`config.mk`:
```
export PLATFORM = sky130hd
export DESIGN_NAME = varint_zigzag_codec
export DESIGN_NICKNAME = d
export VERILOG_FILES = /design/src/hdl/vzc_pkg.sv /design/src/hdl/varint_zigzag_codec.sv
export VERILOG_INCLUDE_DIRS = /design/src /design/src/hdl
export SDC_FILE = /design/constraint.sdc
export NUM_CORES = 1
export LEC_CHECK = 0
export ABC_AREA = 1
export BUFFER_PORTS_ARGS = -buffer_cell sky130_fd_sc_hd__buf_2
export CORE_MARGIN = 4
export CORE_UTILIZATION = 53
export DETAILED_ROUTE_END_ITERATION = 8
export PLACE_DENSITY = 0.83
export SLEW_MARGIN = 20
export SYNTH_ARGS = -nofsm -noshare
export SYNTH_HDL_FRONTEND = slang
export SYNTH_SLANG_ARGS = --single-unit
```
`constraint.sdc`:
```
create_clock -name clock -period 3.1 [get_ports clock]
set_input_delay 0.62 -clock clock [delete_from_list [all_inputs] [get_ports clock]]
set_output_delay 0.62 -clock clock [all_outputs]
set_load 0.01 [all_outputs]
```
`src/hdl/varint_zigzag_codec_assert.svh`:
```
// Assertion macros for the varint codec. Each one checks a property on the
// rising edge of clock and is switched off while reset is high.
`ifndef VARINT_ZIGZAG_CODEC_ASSERT_SVH
`define VARINT_ZIGZAG_CODEC_ASSERT_SVH

`ifndef SYNTHESIS

// Same-cycle implication.
`define VZC_ASSERT_NOW(label, ante, cons) \
   label: assert property (@(posedge clock) disable iff (reset) (ante) |-> (cons)) \
      else $error("varint codec assertion failed");

// Next-cycle implication.
`define VZC_ASSERT_NEXT(label, ante, cons) \
   label: assert property (@(posedge clock) disable iff (reset) (ante) |=> (cons)) \
      else $error("varint codec assertion failed");

`else

`define VZC_ASSERT_NOW(label, ante, cons)
`define VZC_ASSERT_NEXT(label, ante, cons)

`endif

`endif

```
`src/hdl/vzc_pkg.sv`:
```
`timescale 1ns / 1ps

package vzc_pkg;

   typedef logic op_type;
   typedef logic kind_type;
   typedef logic [3:0] count_type;
   typedef logic [6:0] group_type;

   localparam op_type OP_ENCODE = 1'b0;
   localparam op_type OP_DECODE = 1'b1;

   localparam kind_type KIND_BYTE  = 1'b0;
   localparam kind_type KIND_VALUE = 1'b1;

   // Bit 7 of a varint byte marks that another byte follows.
   localparam int CONT_POS = 7;
   localparam int GROUP_W  = 7;
   // At most ten groups cover a 64-bit value; the tenth holds only bit 63.
   localparam int MAX_GROUPS = 10;
   localparam count_type LAST_GROUP = 4'd9;

endpackage

```
`src/hdl/varint_zigzag_codec.sv`:
```
`timescale 1ns / 1ps
// Channel   Direction  Handshake              Payload
// req_      in         req_valid / req_ready  operation, value, byte_in, is_wide, is_signed
// rsp_      out        rsp_valid / rsp_ready  kind, byte_out, value_out, last, overrun
//
// A decode item is accepted whenever the result register is free
// and no encode is in progress.
// An encode item of n bytes gives its first byte at acceptance,
// and the rest are shifted out of a 64-bit register seven bits per cycle unless stalled.
// The result register is the only stall point; rsp_ready low holds the encoder.
// Synchronous active-high reset clears the decoder accumulator and byte count.
`include "varint_zigzag_codec_assert.svh"

module varint_zigzag_codec (
   input  logic              clock,
   input  logic              reset,
   input  logic              req_valid,
   output logic              req_ready,
   input  vzc_pkg::op_type   req_operation,
   input  logic [63:0]       req_value,
   input  logic [7:0]        req_byte_in,
   input  logic              req_is_wide,
   input  logic              req_is_signed,
   output logic              rsp_valid,
   input  logic              rsp_ready,
   output vzc_pkg::kind_type rsp_kind,
   output logic [7:0]        rsp_byte_out,
   output logic [63:0]       rsp_value_out,
   output logic              rsp_last,
   output logic              rsp_overrun
);
   import vzc_pkg::*;

   // Result register, shared by both directions.
   logic        rsp_valid_ff, rsp_valid_in;
   kind_type    rsp_kind_ff, rsp_kind_in;
   logic [7:0]  rsp_byte_ff, rsp_byte_in;
   logic [63:0] rsp_value_ff, rsp_value_in;
   logic        rsp_last_ff, rsp_last_in;
   logic        rsp_overrun_ff, rsp_overrun_in;

   // Encoder shift register: holds the groups that are still to be sent.
   logic        enc_active_ff, enc_active_in;
   logic [63:0] enc_val_ff, enc_val_in;
   count_type   enc_cnt_ff, enc_cnt_in;

   // Decoder state.
   logic [63:0] acc_ff, acc_in;
   count_type   byte_cnt_ff, byte_cnt_in;

   logic        out_free;
   logic        req_fire;
   logic [63:0] enc_mapped;
   logic [63:0] acc_ins;
   logic [63:0] dec_masked;
   logic [63:0] dec_value;
   group_type   payload;
   logic        enc_more;

   assign out_free  = !rsp_valid_ff || rsp_ready;
   assign req_ready = out_free && !enc_active_ff;
   assign req_fire  = req_valid && req_ready;
   assign payload   = req_byte_in[GROUP_W-1:0];

   // Zigzag mapping and width selection for an encode item.
   always_comb begin
      if (req_is_wide) begin
         if (req_is_signed) begin
            enc_mapped = {req_value[62:0], 1'b0} ^ {64{req_value[63]}};
         end else begin
            enc_mapped = req_value;
         end
      end else begin
         if (req_is_signed) begin
            enc_mapped = {32'd0, {req_value[30:0], 1'b0} ^ {32{req_value[31]}}};
         end else begin
            enc_mapped = {32'd0, req_value[31:0]};
         end
      end
   end

   // Drop the incoming seven-bit group into its slot of the accumulator.
   // The tenth group lands on bit 63 alone; its upper bits fall off the word.
   always_comb begin
      acc_ins = acc_ff;
      for (int g = 0; g < MAX_GROUPS - 1; g++) begin
         if (byte_cnt_ff == count_type'(g)) begin
            acc_ins[g*GROUP_W +: GROUP_W] = acc_ff[g*GROUP_W +: GROUP_W] | payload;
         end
      end
      if (byte_cnt_ff == LAST_GROUP) begin
         acc_ins[63] = acc_ff[63] | payload[0];
      end
   end

   // Width truncation and zigzag unmapping of a finished varint.
   always_comb begin
      dec_masked = req_is_wide ? acc_ins : {32'd0, acc_ins[31:0]};
      if (!req_is_signed) begin
         dec_value = dec_masked;
      end else if (req_is_wide) begin
         dec_value = {1'b0, dec_masked[63:1]} ^ {64{dec_masked[0]}};
      end else begin
         dec_value = {{32{dec_masked[32] ^ dec_masked[0]}},
                      {1'b0, dec_masked[31:1]} ^ {32{dec_masked[0]}}};
      end
   end

   // More groups remain when the value left in the shift register is 0x80 or above.
   assign enc_more = (enc_val_ff[63:GROUP_W] != '0) && (enc_cnt_ff != LAST_GROUP);

   always_comb begin
      rsp_valid_in   = rsp_valid_ff && !rsp_ready;
      rsp_kind_in    = rsp_kind_ff;
      rsp_byte_in    = rsp_byte_ff;
      rsp_value_in   = rsp_value_ff;
      rsp_last_in    = rsp_last_ff;
      rsp_overrun_in = rsp_overrun_ff;
      enc_active_in  = enc_active_ff;
      enc_val_in     = enc_val_ff;
      enc_cnt_in     = enc_cnt_ff;
      acc_in         = acc_ff;
      byte_cnt_in    = byte_cnt_ff;

      if (enc_active_ff && out_free) begin
         // Send the next group from the shift register.
         rsp_valid_in   = 1'b1;
         rsp_kind_in    = KIND_BYTE;
         rsp_byte_in    = {enc_more, enc_val_ff[GROUP_W-1:0]};
         rsp_value_in   = '0;
         rsp_last_in    = !enc_more;
         rsp_overrun_in = 1'b0;
         enc_val_in     = {7'd0, enc_val_ff[63:GROUP_W]};
         enc_cnt_in     = enc_cnt_ff + 4'd1;
         enc_active_in  = enc_more;
      end else if (req_fire) begin
         case (req_operation)
            OP_ENCODE: begin
               // The first byte leaves at once; the rest go through the shifter.
               rsp_valid_in   = 1'b1;
               rsp_kind_in    = KIND_BYTE;
               rsp_byte_in    = {enc_mapped[63:GROUP_W] != '0, enc_mapped[GROUP_W-1:0]};
               rsp_value_in   = '0;
               rsp_last_in    = enc_mapped[63:GROUP_W] == '0;
               rsp_overrun_in = 1'b0;
               enc_val_in     = {7'd0, enc_mapped[63:GROUP_W]};
               enc_cnt_in     = 4'd1;
               enc_active_in  = enc_mapped[63:GROUP_W] != '0;
            end
            OP_DECODE: begin
               if (req_byte_in[CONT_POS] && byte_cnt_ff == LAST_GROUP) begin
                  // Ten bytes without a terminator: abandon and restart.
                  rsp_valid_in   = 1'b1;
                  rsp_kind_in    = KIND_VALUE;
                  rsp_byte_in    = '0;
                  rsp_value_in   = '0;
                  rsp_last_in    = 1'b1;
                  rsp_overrun_in = 1'b1;
                  acc_in         = '0;
                  byte_cnt_in    = '0;
               end else if (req_byte_in[CONT_POS]) begin
                  acc_in      = acc_ins;
                  byte_cnt_in = byte_cnt_ff + 4'd1;
               end else begin
                  rsp_valid_in   = 1'b1;
                  rsp_kind_in    = KIND_VALUE;
                  rsp_byte_in    = '0;
                  rsp_value_in   = dec_value;
                  rsp_last_in    = 1'b1;
                  rsp_overrun_in = 1'b0;
                  acc_in         = '0;
                  byte_cnt_in    = '0;
               end
            end
            default: begin
               rsp_valid_in = rsp_valid_ff && !rsp_ready;
            end
         endcase
      end
   end

   always_ff @(posedge clock) begin
      if (reset) begin
         rsp_valid_ff  <= 1'b0;
         enc_active_ff <= 1'b0;
         enc_cnt_ff    <= '0;
         acc_ff        <= '0;
         byte_cnt_ff   <= '0;
      end else begin
         rsp_valid_ff  <= rsp_valid_in;
         enc_active_ff <= enc_active_in;
         enc_cnt_ff    <= enc_cnt_in;
         acc_ff        <= acc_in;
         byte_cnt_ff   <= byte_cnt_in;
      end
   end

   always_ff @(posedge clock) begin
      rsp_kind_ff    <= rsp_kind_in;
      rsp_byte_ff    <= rsp_byte_in;
      rsp_value_ff   <= rsp_value_in;
      rsp_last_ff    <= rsp_last_in;
      rsp_overrun_ff <= rsp_overrun_in;
      enc_val_ff     <= enc_val_in;
   end

   assign rsp_valid     = rsp_valid_ff;
   assign rsp_kind      = rsp_kind_ff;
   assign rsp_byte_out  = rsp_byte_ff;
   assign rsp_value_out = rsp_value_ff;
   assign rsp_last      = rsp_last_ff;
   assign rsp_overrun   = rsp_overrun_ff;

   // The decoder never counts past the tenth group.
   `VZC_ASSERT_NOW(a_cnt_range, 1'b1, byte_cnt_ff <= LAST_GROUP)
   // An encoder run in progress always has a byte waiting in the result register.
   `VZC_ASSERT_NOW(a_enc_holds_out, enc_active_ff, rsp_valid_ff)
   // A non-final encoded byte means the shifter still has groups to send.
   `VZC_ASSERT_NOW(a_enc_more, rsp_valid_ff && rsp_kind_ff == KIND_BYTE && !rsp_last_ff,
                   enc_active_ff)
   // An overrun result is a final, empty value.
   `VZC_ASSERT_NOW(a_overrun_empty, rsp_valid_ff && rsp_overrun_ff,
                   rsp_value_ff == '0 && rsp_last_ff && rsp_kind_ff == KIND_VALUE)
   // An abandoned varint restarts the decoder from the first group.
   `VZC_ASSERT_NEXT(a_overrun_clear,
                    req_fire && req_operation == OP_DECODE && req_byte_in[CONT_POS]
                    && byte_cnt_ff == LAST_GROUP && !enc_active_ff,
                    byte_cnt_ff == '0 && acc_ff == '0)

endmodule

```
* Word-level counts from Yosys, hierarchy flattened
Index checks and enable logic that the tools add are counted.
Storage, ports and cells: register bits after elaboration 206, logic and storage cells 115
Operators by class: bitwise logic cells 17, add/sub/neg operators 2, reduce and logical (&&, ||, !) cells 20, equality and inequality tests 13, mux-type cells 51
Operator list (number):
- 64-bit two-way mux | 9
- 64-bit one-hot mux with 2 select lines | 1
- 57-bit two-way mux | 2
- 57-bit nonzero test | 2
- 63-bit by 64-bit XOR with 64-bit output | 1
- 64-bit XOR | 1
- 7-bit two-way mux | 9
- 7-bit OR | 9
- 57-bit logical NOT | 1
- 50-bit two-way mux | 1
- 32-bit two-way mux | 1
- 8-bit two-way mux | 4
- 31-bit by 32-bit XOR with 32-bit output | 1
- 32-bit XOR | 1
- 4-bit two-way mux | 5
- 4-bit by 3-bit equality test with 1-bit output, second input constant | 4
- 8-bit one-hot mux with 2 select lines | 1
- 1-bit two-way mux | 14
- 4-bit by 1-bit adder with 4-bit output, second input constant | 2
- 4-bit by 2-bit equality test with 1-bit output, second input constant | 2
- 4-bit equality test, second input constant | 2
- 1-bit one-hot mux with 2 select lines | 4
- 1-bit logical AND | 6
- 2-bit AND reduction | 3
- other kinds (13) | 17

* Logic depth before layout (Yosys ltp)
Gate-level depths: netlist of the first run.
depth after elaboration 9, gate-level depth with buffers 16, depth with buffers taken out 14

* Least setup slack after synthesis of the first run
No wires, ideal clock.
kind in2reg, start input rsp_ready, end register enc_val_ff[0], enable pin, arrival 2.530 ns, stages on the path 9, setup time 0.413 ns, required time 2.687 ns, path slack 0.158 ns, cells stage by stage inv_1 -> nand2_1 -> nand2_1 -> inv_2 -> nand2_1 -> nor2_1 -> nor2_1 -> buf_2 -> inv_1
Between the ends: word-level cells in the longest chain between the ends 5, elaborated cells between the ends (all ways) 7, classes of those cells eq/ne: 1; reduce/logical: 6
Ends and longest elaborated chain:
- start, declared | line varint_zigzag_codec.sv:25 | input logic rsp_ready,
- 1-bit logical OR | line varint_zigzag_codec.sv:60 | assign out_free = !rsp_valid_ff || rsp_ready;
- 1-bit logical AND | line varint_zigzag_codec.sv:61 | assign req_ready = out_free && !enc_active_ff;
- net req_ready | line varint_zigzag_codec.sv:18 | output logic req_ready,
- 1-bit logical AND | line varint_zigzag_codec.sv:62 | assign req_fire = req_valid && req_ready;
- 2-bit nonzero test (no source line)
- 2-bit AND reduction (no source line)
- end signal, assigned | line varint_zigzag_codec.sv:204 | enc_val_ff <= enc_val_in;
- end, declared | line varint_zigzag_codec.sv:44 | logic [63:0] enc_val_ff, enc_val_in;
The timed path passes the listed nets, and every way through them passes these cells. A chain may end at the register's enable or synchronous reset.

* Worst setup path after layout of the first run
start register byte_cnt_ff[1], end register rsp_value_ff[17] (netlist: rsp_value_out[17])
Between the ends: word-level cells in the longest chain between the ends 9, elaborated cells between the ends (all ways) 16, classes of those cells eq/ne: 3; mux: 8; bitwise: 2; reduce/logical: 3
Ends and longest elaborated chain:
- start, declared | line varint_zigzag_codec.sv:49 | count_type byte_cnt_ff, byte_cnt_in;
- start signal, assigned | line varint_zigzag_codec.sv:194 | byte_cnt_ff <= byte_cnt_in;
- 4-bit by 2-bit equality test with 1-bit output / 4-bit logical NOT (equally long branches) | line varint_zigzag_codec.sv:87 | if (byte_cnt_ff == count_type'(g)) begin
- 7-bit two-way mux | line varint_zigzag_codec.sv:87
- 64-bit two-way mux | line varint_zigzag_codec.sv:98 | dec_masked = req_is_wide ? acc_ins : {32'd0, acc_ins[31:0]};
- 31-bit by 32-bit XOR with 32-bit output / 63-bit by 64-bit XOR with 64-bit output (equally long branches) | line varint_zigzag_codec.sv:105, varint_zigzag_codec.sv:102
- 64-bit two-way mux | line varint_zigzag_codec.sv:101 | end else if (req_is_wide) begin
- 64-bit two-way mux | line varint_zigzag_codec.sv:99 | if (!req_is_signed) begin
- 64-bit two-way mux | line varint_zigzag_codec.sv:161 | end else if (req_byte_in[CONT_POS]) begin
- 64-bit two-way mux | line varint_zigzag_codec.sv:151 | if (req_byte_in[CONT_POS] && byte_cnt_ff == LAST_GROUP) begin
- 64-bit one-hot mux with 2 select lines | line varint_zigzag_codec.sv:137 | case (req_operation)
- end signal, assigned | line varint_zigzag_codec.sv:201 | rsp_value_ff <= rsp_value_in;
- end, declared | line varint_zigzag_codec.sv:38 | logic [63:0] rsp_value_ff, rsp_value_in;
Several ways; a longest one is shown, not always the timed one. The select of a mux whose other input is x is not followed.

==> results of run 1 <==
stage by stage:
step / worst slack (ns) / util, %
2_1_floorplan: 0.158 / -
3_3_place_gp: 0.537 / 58.5
3_5_place_dp: 0.525 / 58.5
4_1_cts: 0.743 / 61.8
5_1_grt: 0.550 / 61.8
6_report: 0.813 / 61.8
kinds of logic (layout without fill, tap and decap cells):
group | after synthesis | in the layout
flops | 206 | 206
xor+xnor | 6 | 6
buf+inv | 217 | 316
simple gates | 768 | 768
compound gates | 387 | 387
fa+ha+maj | 6 | 6
state kept, by name, indices dropped and copies added (netlist names):
name	cells
acc_ff	64
rsp_kind	1
enc_val_ff	57
enc_active_ff	1
byte_cnt_ff	4
rsp_valid	1
rsp_value_out	64
rsp_byte_out	8
rsp_last	1
enc_cnt_ff	4
rsp_overrun	1
report_power, final:
part / internal (uW) / switching [uW]
Combinational: 346 / 729
Clock: 1500 / 1010
Sequential: 3000 / 89.6
Total: 4850 / 1830
cell usage in the layout (no fill, tap or decap), types with 2 or more instances in the layout:
cell type,netlist,routed
clkbuf_1,55,4
buf_4,6,22
o211ai_1,24,24
clkbuf_2,1,2
o221ai_1,6,6
inv_1,85,83
nand3_1,155,155
nand4_1,5,5
o21ai_0,115,115
ha_1,6,6
buf_12,0,4
buf_2,45,155
clkbuf_16,0,23
a31oi_1,37,37
edfxtp_1,66,66
clkbuf_8,0,6
xor2_1,6,6
clkinv_2,0,2
nor3_1,25,25
inv_2,12,13
nor3_2,2,2
nand2_1,427,427
nand2_2,3,3
dfxtp_1,140,140
o21ai_1,17,17
inv_4,1,2
nor2_1,129,128
nor4_1,13,13
a21oi_1,181,181
nor2_2,3,3
a211oi_1,2,2
nor2_4,4,5
final cells by class:
class                      count  area share (%)
clock buffer                  35            5.39
timing repair buffer         181            8.06
inverter                      98            2.94
sequential                   206            37.8
multi-input combinational   1167            43.1
clock inverter                 2          0.0790
tap                          270            2.67
critical path: cells and delay by family (launching register included):
kind / cells / cell delay [ns]
AND/OR/NAND/NOR: 5 / 0.45
flip-flops: 1 / 0.39
buffers and inverters: 6 / 1.16
adder cells (fa/ha/maj): 1 / 0.18
final timing paths:
path                          startpoint                             end  depth (start not counted)
max reg2reg  byte_cnt_ff[1]$_SDFFE_PP0P_  rsp_value_out[17]$_SDFFE_PP0P_                         12
min reg2reg      acc_ff[63]$_SDFFE_PP0P_         acc_ff[63]$_SDFFE_PP0P_                          2
min              acc_ff[63]$_SDFFE_PP0P_         acc_ff[63]$_SDFFE_PP0P_                          2
max          byte_cnt_ff[1]$_SDFFE_PP0P_  rsp_value_out[17]$_SDFFE_PP0P_                         12
layer usage:
layer	GRT usage [%]	vias to the layer above	part of all wire, %
met5	0	-	0
met4	5.81	0	2.0
met1	34.1	4950	44
met2	38.2	447	45
li1	-	5537	-
met3	3.73	45	8.9
==> flow_metrics.py, run 1 <==
metrics = {
    "outcome": {
        "outcome": "finished clean",
    },
    "logic_synthesis": {
        "syn_area_sq_um": 11200,
        "synth.most_common_cell": "nand2_1",
        "ys_warn_count": 0,
        "synthMuxAreaShare_pct": 0,
        "synth_edf_count": 66,
        "synth_common_cells": "nand2_1, a21oi_1, nand3_1, dfxtp_1, nor2_1",
        "seq_area_frac_synth_pct": 42.8,
        "async_flop_share_pct": 0,
        "ys.flop_type": "dfxtp_1",
        "yosysTopAreaCell": "dfxtp_1",
        "synth-simple-area-share_pct": 28.8,
        "synth.area.top_cells": "dfxtp_1, edfxtp_1, nand2_1",
        "synth_xor_area_share_pct": 0.471,
        "synth_compound_area_share_pct": 18.9,
        "netlist.area_leader.share_pct": 25.1,
        "ys_types": 37,
        "synth_seq_cells": 206,
        "syn_avg_cell_area_sq_um": 7.02,
        "synth_fp_nets": 1675,
        "synth_top_family_by_area": "simple AND/OR/NAND/NOR gates",
        "synth_adder_area_share_pct": 0.672,
        "synth_cells": 1590,
    },
    "setup_path": {
        "cp-end-kind": "register",
        "crit_top_cell": "inv_2",
        "crit_chain": "inv_1 > ha_1 > inv_1 > nor3_2 > inv_2 > nand2_1 > inv_2 > nor2_2 > inv_2 > buf_4 > nand3_1 > nand2_1",
        "path_class": "register to register",
        "worstPathRequired_ns": 3.54,
        "worst-path-max-fanout": 41,
        "setup.worst_path.start_class": "register",
        "r2r_slack_ns": 0.81,
        "crit_path_top_delay_cell": "buf_4",
        "cp.arrival_ns": 2.73,
        "critPathMaxStageDelay_ns": 0.47,
    },
    "job": {
        "drv_cap": 0,
    },
    "timing": {
        "tns_ns": 0,
        "period_minus_slack_ns": 2.29,
        "finalHoldViolations": 0,
        "whs_ns": 0.434,
        "worstMarginPinSlew_ns": 0.802,
        "rsz0062_at_grt": "false",
        "slew-limit-headroom_pct": 46.4,
        "slew_violations": 0,
        "fmax_mhz": 437,
        "finClkSkew_ns": 0.0101,
        "final.period_utilization_pct": 73.8,
        "finalSetupViolations": 0,
    },
    "clock_network": {
        "clk_latency_ns": 0.50,
        "cts-resized-gates": 0,
        "post_cts_buffers": 0,
        "numCtsBuffers": 22,
        "cts_tree": "yes",
        "cts.sinks": 206,
        "cts_root_buffer": "clkbuf_16",
        "htree_levels": 1,
        "clockBufferDepth": 3,
        "cts_hold_buf": 0,
        "clk_pin_slew_ns": 0.06,
    },
    "grt": {
        "antenna_found_initial": 0,
        "grt_pass1_vias": 9885,
        "grt_start_max_net_pins": 103,
        "grt_first_pass_wirelength_mm": 48.2,
        "overflow": 0,
        "grtUsageTotal_pct": 23.9,
    },
    "power": {
        "p_total_uw": 6680,
        "irDropWorstVdd_v": 0.000332,
        "power_density_nw_per_um2": 527,
        "power.leakage_uw": 0.00573,
    },
    "placement": {
        "place_area_sq_um": 12000,
        "portBuffers": 155,
        "placed_cells": 1922,
        "place_congestion": 0.907,
        "dp_hpwl_mm": 20.0,
    },
    "floorplan": {
        "die_area_sq_um": 23500,
        "die_x_um": 153,
        "std_cell_rows": 52,
        "coreArea_sq_um": 20500,
        "start_util_pct": 54.5,
        "ios": 156,
        "fp.dieH_um": 153,
    },
    "cells_and_area": {
        "diodes": 0,
        "multiInputGateArea_sq_um": 5460,
        "seqCellArea_sq_um": 4780,
        "drive_gt1_share_pct": 14.6,
        "nNetsFinal": 1761,
        "syn_to_final_growth_pct": 13.5,
        "final_cell_area_sq_um": 12700,
        "nFillCells": 1836,
        "layout.cells.non_filler": 1959,
    },
    "routing": {
        "vias": 11000,
        "drtIter0Drc": 1118,
        "firstDrtPassIters": 8,
        "drc": 0,
        "via_per_inst": 5.60,
        "ant_nets": 0,
        "postRouteWirelength_mm": 29.1,
        "wl_per_cell_um": 14.9,
    },
    "worst_hold_path": {
        "hold_path.class": "register to register",
    },
}
No activity file was read; power rests on OpenSTA's default activity.
==> run 2: changes to the inputs <==
--- a/config.mk
+++ b/config.mk
@@ -6,7 +6,7 @@
 export SDC_FILE = /design/constraint.sdc
 export NUM_CORES = 1
 export LEC_CHECK = 0
-export ABC_AREA = 1
+export ABC_AREA = 0
 export BUFFER_PORTS_ARGS = -buffer_cell sky130_fd_sc_hd__buf_2
 export CORE_MARGIN = 4
 export CORE_UTILIZATION = 53
==> constraint.sdc (replaced) <==
create_clock -name clock -period 2.3 [get_ports clock]
set_input_delay 0.46 -clock clock [delete_from_list [all_inputs] [get_ports clock]]
set_output_delay 0.46 -clock clock [all_outputs]
set_load 0.01 [all_outputs]
==> flow_metrics.py, run 2 <==
metrics = {
    "placement": {
        "dp_hpwl_mm": 22.1,
        "dp_slack_ns": -0.119,
        "place_congestion": 0.921,
        "portBuffers": 155,
        "place_area_sq_um": 12700,
    },
    "clock_network": {
        "cts_root_buffer": "clkbuf_16",
        "clk_latency_ns": 0.51,
        "htree_levels": 1,
        "numCtsBuffers": 23,
        "cts.sinks": 206,
        "cts_tree": "yes",
        "clockBufferDepth": 3,
        "clk_pin_slew_ns": 0.06,
        "post_cts_buffers": 0,
    },
    "setup_path": {
        "rr_startpoint": "enc_val_ff[10]$_DFFE_PP_",
        "r2r_end": "rsp_byte_out[7]$_DFFE_PP_",
        "worstPathRequired_ns": 2.56,
        "setup.worst_path.start_class": "register",
        "cp.arrival_ns": 2.42,
        "r2r_slack_ns": 0.14,
        "reg2regPathDepth": 5,
        "startpoint": "enc_val_ff[10]$_DFFE_PP_",
        "path_class": "register to register",
        "cp-end-kind": "register",
        "endpoint": "rsp_byte_out[7]$_DFFE_PP_",
        "worst-path-max-fanout": 2,
    },
    "power": {
        "comb_power_share_pct": 17.2,
        "power.leakage_uw": 0.00547,
        "power.share.clock_pct": 39.7,
        "irDropWorstVdd_v": 0.000582,
        "power.share.switching_pct": 26.7,
        "power_density_nw_per_um2": 711,
        "seqPwrFrac_pct": 43.1,
        "internal-power_uw": 7050,
        "switching_power_uw": 2570,
    },
    "cells_and_area": {
        "seqCellArea_sq_um": 4790,
        "layout_common_cells": "o21ai_0, buf_2, nand2_1, dfxtp_1, a21oi_1",
        "nFillCells": 1701,
        "multiInputGateArea_sq_um": 5990,
        "drive_gt1_share_pct": 21.2,
        "final_cell_area_sq_um": 13500,
        "mostFrequentLayoutCell": "o21ai_0",
        "nNetsFinal": 1519,
        "syn_to_final_growth_pct": 20.4,
    },
    "routing": {
        "vias": 10100,
        "ant_nets": 0,
        "drtIter0Drc": 993,
        "firstDrtPassIters": 7,
        "via_per_inst": 5.87,
        "wl_per_cell_um": 17.8,
        "drc": 0,
        "postRouteWirelength_mm": 30.8,
    },
    "logic_synthesis": {
        "ys_types": 62,
        "synth_seq_cells": 206,
        "synth_common_cells": "o21ai_0, nand2_1, dfxtp_1, a21oi_1, nor2_1",
        "async_flop_share_pct": 0,
        "yosysTopAreaCell": "dfxtp_1",
        "ys_warn_count": 0,
        "synth_cells": 1275,
        "synth_fp_nets": 1360,
        "synth.area.top_cells": "dfxtp_1, edfxtp_1, o21ai_0",
        "seq_area_frac_synth_pct": 42.5,
        "ys.flop_type": "dfxtp_1",
        "synth_edf_count": 66,
        "netlist.area_leader.share_pct": 24.9,
        "syn_area_sq_um": 11200,
        "synth.most_common_cell": "o21ai_0",
        "syn_avg_cell_area_sq_um": 8.82,
    },
    "grt": {
        "grt_first_pass_wirelength_mm": 49.3,
        "grt_start_max_net_pins": 86,
        "grt_pass1_vias": 9634,
        "overflow": 0,
        "antenna_found_initial": 2,
        "grtUsageTotal_pct": 24.9,
    },
    "timing": {
        "fmax_mhz": 463,
        "tns_ns": 0,
        "slew-limit-headroom_pct": 62.8,
        "slew_violations": 0,
        "worstMarginPinSlew_ns": 0.557,
        "postLayoutSetupSlackWorst_ns": 0.138,
        "period_minus_slack_ns": 2.16,
        "finalHoldViolations": 0,
        "final.period_utilization_pct": 94.0,
        "rsz0062_at_grt": "false",
        "finalSetupViolations": 0,
        "finClkSkew_ns": 0.0182,
    },
    "job": {
        "drv_cap": 0,
    },
    "worst_hold_path": {
        "hp-start": "reset",
        "hold_path.class": "input port to register",
    },
    "outcome": {
        "outcome": "finished clean",
    },
    "floorplan": {
        "ios": 156,
        "std_cell_rows": 53,
        "fp.dieH_um": 154,
        "die_x_um": 154,
        "start_util_pct": 53.7,
        "die_area_sq_um": 23600,
        "coreArea_sq_um": 21000,
    },
}
==> run 2: area by class of cell <==
class                   count  share of cell area [%]
inverters                   7                   0.213
flip-flops and latches    206                    35.3
diodes                      1                  0.0185
well taps                 275                    2.54
clock buffers              34                    5.17
multi-input cells         950                    44.3
repair buffers            246                    11.7
clock inverters             8                   0.786
==> run 2: worst min path at each step <==
stage	end	cells after the start
6_report	enc_cnt_ff[3]$_SDFFE_PP0P_	2
3_3_place_gp	acc_ff[63]$_SDFFE_PP0P_	2
3_5_place_dp	acc_ff[63]$_SDFFE_PP0P_	2
4_1_cts	byte_cnt_ff[3]$_SDFFE_PP0P_	2
2_1_floorplan	acc_ff[63]$_SDFFE_PP0P_	2
5_1_grt	enc_cnt_ff[0]$_SDFFE_PP0P_	2
==> run 2: worst max-delay path, stage by stage, from the launching register on <==
cell and delay (ns):
edfxtp_1 0.42, nor4_1 0.48, nand4_1 0.27, nor4_2 0.42, o31ai_1 0.16, a21boi_1 0.16
==> run 2: layer usage <==
layer / wire (um) / track usage (%)
met1: 12500 / 32.6
met2: 14900 / 42.2
met3: 2450 / 4.48
met4: 950 / 7.70
met5: 12 / 0
==> run 2: logic make-up (layout without fill, tap and decap cells) <==
family / Yosys count / count (layout) / share of synthesized area [%]
simple gates: 389 / 389 / 17.7
compound gates: 383 / 383 / 20.5
flops: 206 / 206 / 42.5
xor+xnor: 128 / 128 / 9.97
buf+inv: 119 / 295 / 4.68
mux: 44 / 44 / 4.01
fa+ha+maj: 6 / 6 / 0.668
other cells: 0 / 1 / 0
==> run 2: what timing repair did <==
action                                  in CTS  in global routing
hold buffers                                 0                  0
gates resized for setup                      0                  2
endpoints found under the setup margin       0                  9
==> run 2: per-stage QoR <==
stage	hold slack (ns)	utilization, %	power, uW	instances
after global placement	0.412	60.7	5810	1684
after floorplan	0.405	-	5210	1275
after CTS	0.252	64.6	9660	1726
after detailed placement	0.417	60.7	5850	1684
after global routing	0.275	64.6	10000	1727
final	0.264	64.6	9620	1727
==> run 2: power groups by stage <==
| stage | clock (uW) | sequential (uW) | combinational, uW |
|---|---|---|---|
| floorplan | 0 | 4240 | 965 |
| global placement | 0 | 4220 | 1590 |
| detailed placement | 0 | 4230 | 1630 |
| CTS | 3870 | 4150 | 1640 |
| global route | 4020 | 4170 | 1810 |
| finish | 3820 | 4150 | 1660 |
==> run 3: changes to the inputs <==
--- a/config.mk
+++ b/config.mk
@@ -11,6 +11,7 @@
 export CORE_MARGIN = 4
 export CORE_UTILIZATION = 53
 export DETAILED_ROUTE_END_ITERATION = 8
+export MAX_ROUTING_LAYER = met4
 export PLACE_DENSITY = 0.83
 export SLEW_MARGIN = 20
 export SYNTH_ARGS = -nofsm -noshare
==> constraint.sdc (replaced) <==
create_clock -name clock -period 2.3 [get_ports clock]
set_input_delay 0.115 -clock clock [delete_from_list [all_inputs] [get_ports clock]]
set_output_delay 0.115 -clock clock [all_outputs]
set_load 0.01 [all_outputs]
==> flow_metrics.py, run 3 (same netlist as run 2, synthesis figures left out) <==
metrics = {
    "clock_network": {
        "clk_latency_ns": 0.52,
        "cts_root_buffer": "clkbuf_16",
        "htree_levels": 1,
        "clockBufferDepth": 3,
        "numCtsBuffers": 23,
        "cts_tree": "yes",
        "cts.sinks": 206,
        "clk_pin_slew_ns": 0.06,
    },
    "worst_hold_path": {
        "hold_path.class": "input port to register",
        "hold_depth": 3,
        "hp-start": "req_value[61]",
        "whs_endpoint": "enc_val_ff[54]$_SDFFCE_PP0P_",
    },
    "floorplan": {
        "start_util_pct": 53.7,
        "fp.dieH_um": 154,
        "std_cell_rows": 53,
        "die_x_um": 154,
        "coreArea_sq_um": 21000,
        "die_area_sq_um": 23600,
        "ios": 156,
    },
    "setup_path": {
        "crit_chain": "nand2b_1 > nor2b_1 > nand3_1 > buf_4 > o31ai_1 > dlygate4sd3_1",
        "setup.worst_path.start_class": "register",
        "worst-path-max-fanout": 16,
        "crit_path_top_delay_cell": "dlygate4sd3_1",
        "cp.arrival_ns": 2.64,
        "r2r_slack_ns": 0.12,
        "rr_startpoint": "rsp_valid$_SDFF_PP0_",
        "cp-end-kind": "register",
        "path_class": "register to register",
        "reg2regPathDepth": 6,
        "critPathMaxStageDelay_ns": 0.58,
        "worstPathRequired_ns": 2.76,
        "r2r_end": "rsp_overrun$_SDFFE_PP0P_",
    },
    "routing": {
        "via_per_inst": 5.92,
        "postRouteWirelength_mm": 30.2,
        "drc": 0,
        "drtIter0Drc": 775,
        "wl_per_cell_um": 17.9,
        "ant_nets": 0,
        "firstDrtPassIters": 6,
        "vias": 10000,
    },
    "placement": {
        "dp_slack_ns": 0.0869,
        "dp_hpwl_mm": 20.1,
        "portBuffers": 155,
        "place_congestion": 0.880,
    },
    "power": {
        "power.leakage_uw": 0.00524,
        "power_density_nw_per_um2": 708,
        "p_total_uw": 9330,
        "irDropWorstVdd_v": 0.000536,
    },
    "timing": {
        "fmax_mhz": 459,
        "slew-limit-headroom_pct": 55.4,
        "finalHoldViolations": 0,
        "tns_ns": 0,
        "postLayoutSetupSlackWorst_ns": 0.120,
        "whs_ns": 0.0360,
        "worstMarginPinSlew_ns": 0.668,
        "final.period_utilization_pct": 94.8,
        "rsz0062_at_grt": "false",
        "slew_violations": 0,
        "finClkSkew_ns": 0.0113,
        "finalSetupViolations": 0,
        "period_minus_slack_ns": 2.18,
    },
    "outcome": {
        "outcome": "finished clean",
    },
    "cells_and_area": {
        "layout_common_cells": "o21ai_0, buf_2, nand2_1, dfxtp_1, a21oi_1",
        "seqCellArea_sq_um": 4790,
        "syn_to_final_growth_pct": 17.1,
        "multiInputGateArea_sq_um": 6000,
        "drive_gt1_share_pct": 18.2,
        "nFillCells": 1754,
        "final_core_util_pct": 62.8,
        "nNetsFinal": 1482,
        "mostFrequentLayoutCell": "o21ai_0",
    },
    "grt": {
        "antenna_found_initial": 1,
        "grt_pass1_vias": 9621,
        "overflow": 0,
        "grt_start_max_net_pins": 77,
        "grt_first_pass_wirelength_mm": 48.0,
        "grtUsageTotal_pct": 24.9,
    },
    "job": {
        "drv_cap": 0,
    },
}
## run 3: changes by cell type in the layout (fill, tap and decap cells not counted), moves of 3 or more
cell,change
buf_4,-45
dlygate4sd3_1,+10
buf_12,-5
clkinv_2,+4
clkbuf_8,-3
## run 3: power breakdown
group	switching, uW	leakage, uW	total [uW]	internal [uW]
combinational	946	0.00310	1540	594
sequential	115	0.00177	4150	4030
clock	1520	0.000367	3640	2120
total	2580	0.00524	9330	6750
## run 3: repair_timing
action,CTS,global route
setup endpoints to repair,0,65
hold buffers,10,0
hold endpoints to repair,15,0
resized for setup,0,4
setup buffers,0,0
## run 3: final cells by class
cell class | count | share of cell area [%]
Multi-Input combinational cell | 951 | 45.6
Clock buffer | 30 | 4.65
Sequential cell | 206 | 36.4
Antenna cell | 1 | 0.0190
Inverter | 7 | 0.200
Clock inverter | 12 | 0.998
Tap cell | 275 | 2.61
Timing Repair Buffer | 208 | 9.59
## run 3: layer usage
layer  GRT usage (%)  routed length [um]  up-vias
met3            3.74                2380       86
li1                -                   -     4814
met2            41.3               14700      422
met4            8.49                1010        0
met5               -                   0        -
met1            31.1               12100     4686
## run 3: through the flow
| stage | instance area [sq um] | cells |
|---|---|---|
| finish | 13200 | 1690 |
| global route | 13200 | 1690 |
| CTS | 13100 | 1688 |
| detailed placement | 12300 | 1636 |
| global placement | 12300 | 1636 |
| floorplan | 11300 | 1275 |
## run 3: how the worst max path moves through the flow
stage	to	start
floorplan	rsp_byte_out[0]$_DFFE_PP_	rsp_valid$_SDFF_PP0_
global placement	rsp_byte_out[7]$_DFFE_PP_	req_value[63]
detailed placement	rsp_byte_out[7]$_DFFE_PP_	req_value[63]
CTS	rsp_value_out[8]$_SDFFE_PP0P_	byte_cnt_ff[1]$_SDFFE_PP0P_
global route	rsp_overrun$_SDFFE_PP0P_	rsp_valid$_SDFF_PP0_
finish	rsp_overrun$_SDFFE_PP0P_	rsp_valid$_SDFF_PP0_
## run 3: worst max-delay path, delay by kind of cell (launching register included)
family                 cells  cell delay [ns]
AO/OA/AOI/OAI              1             0.22
flip-flops                 1             0.31
AND/OR/NAND/NOR            3             0.71
buffers and inverters      2             0.89
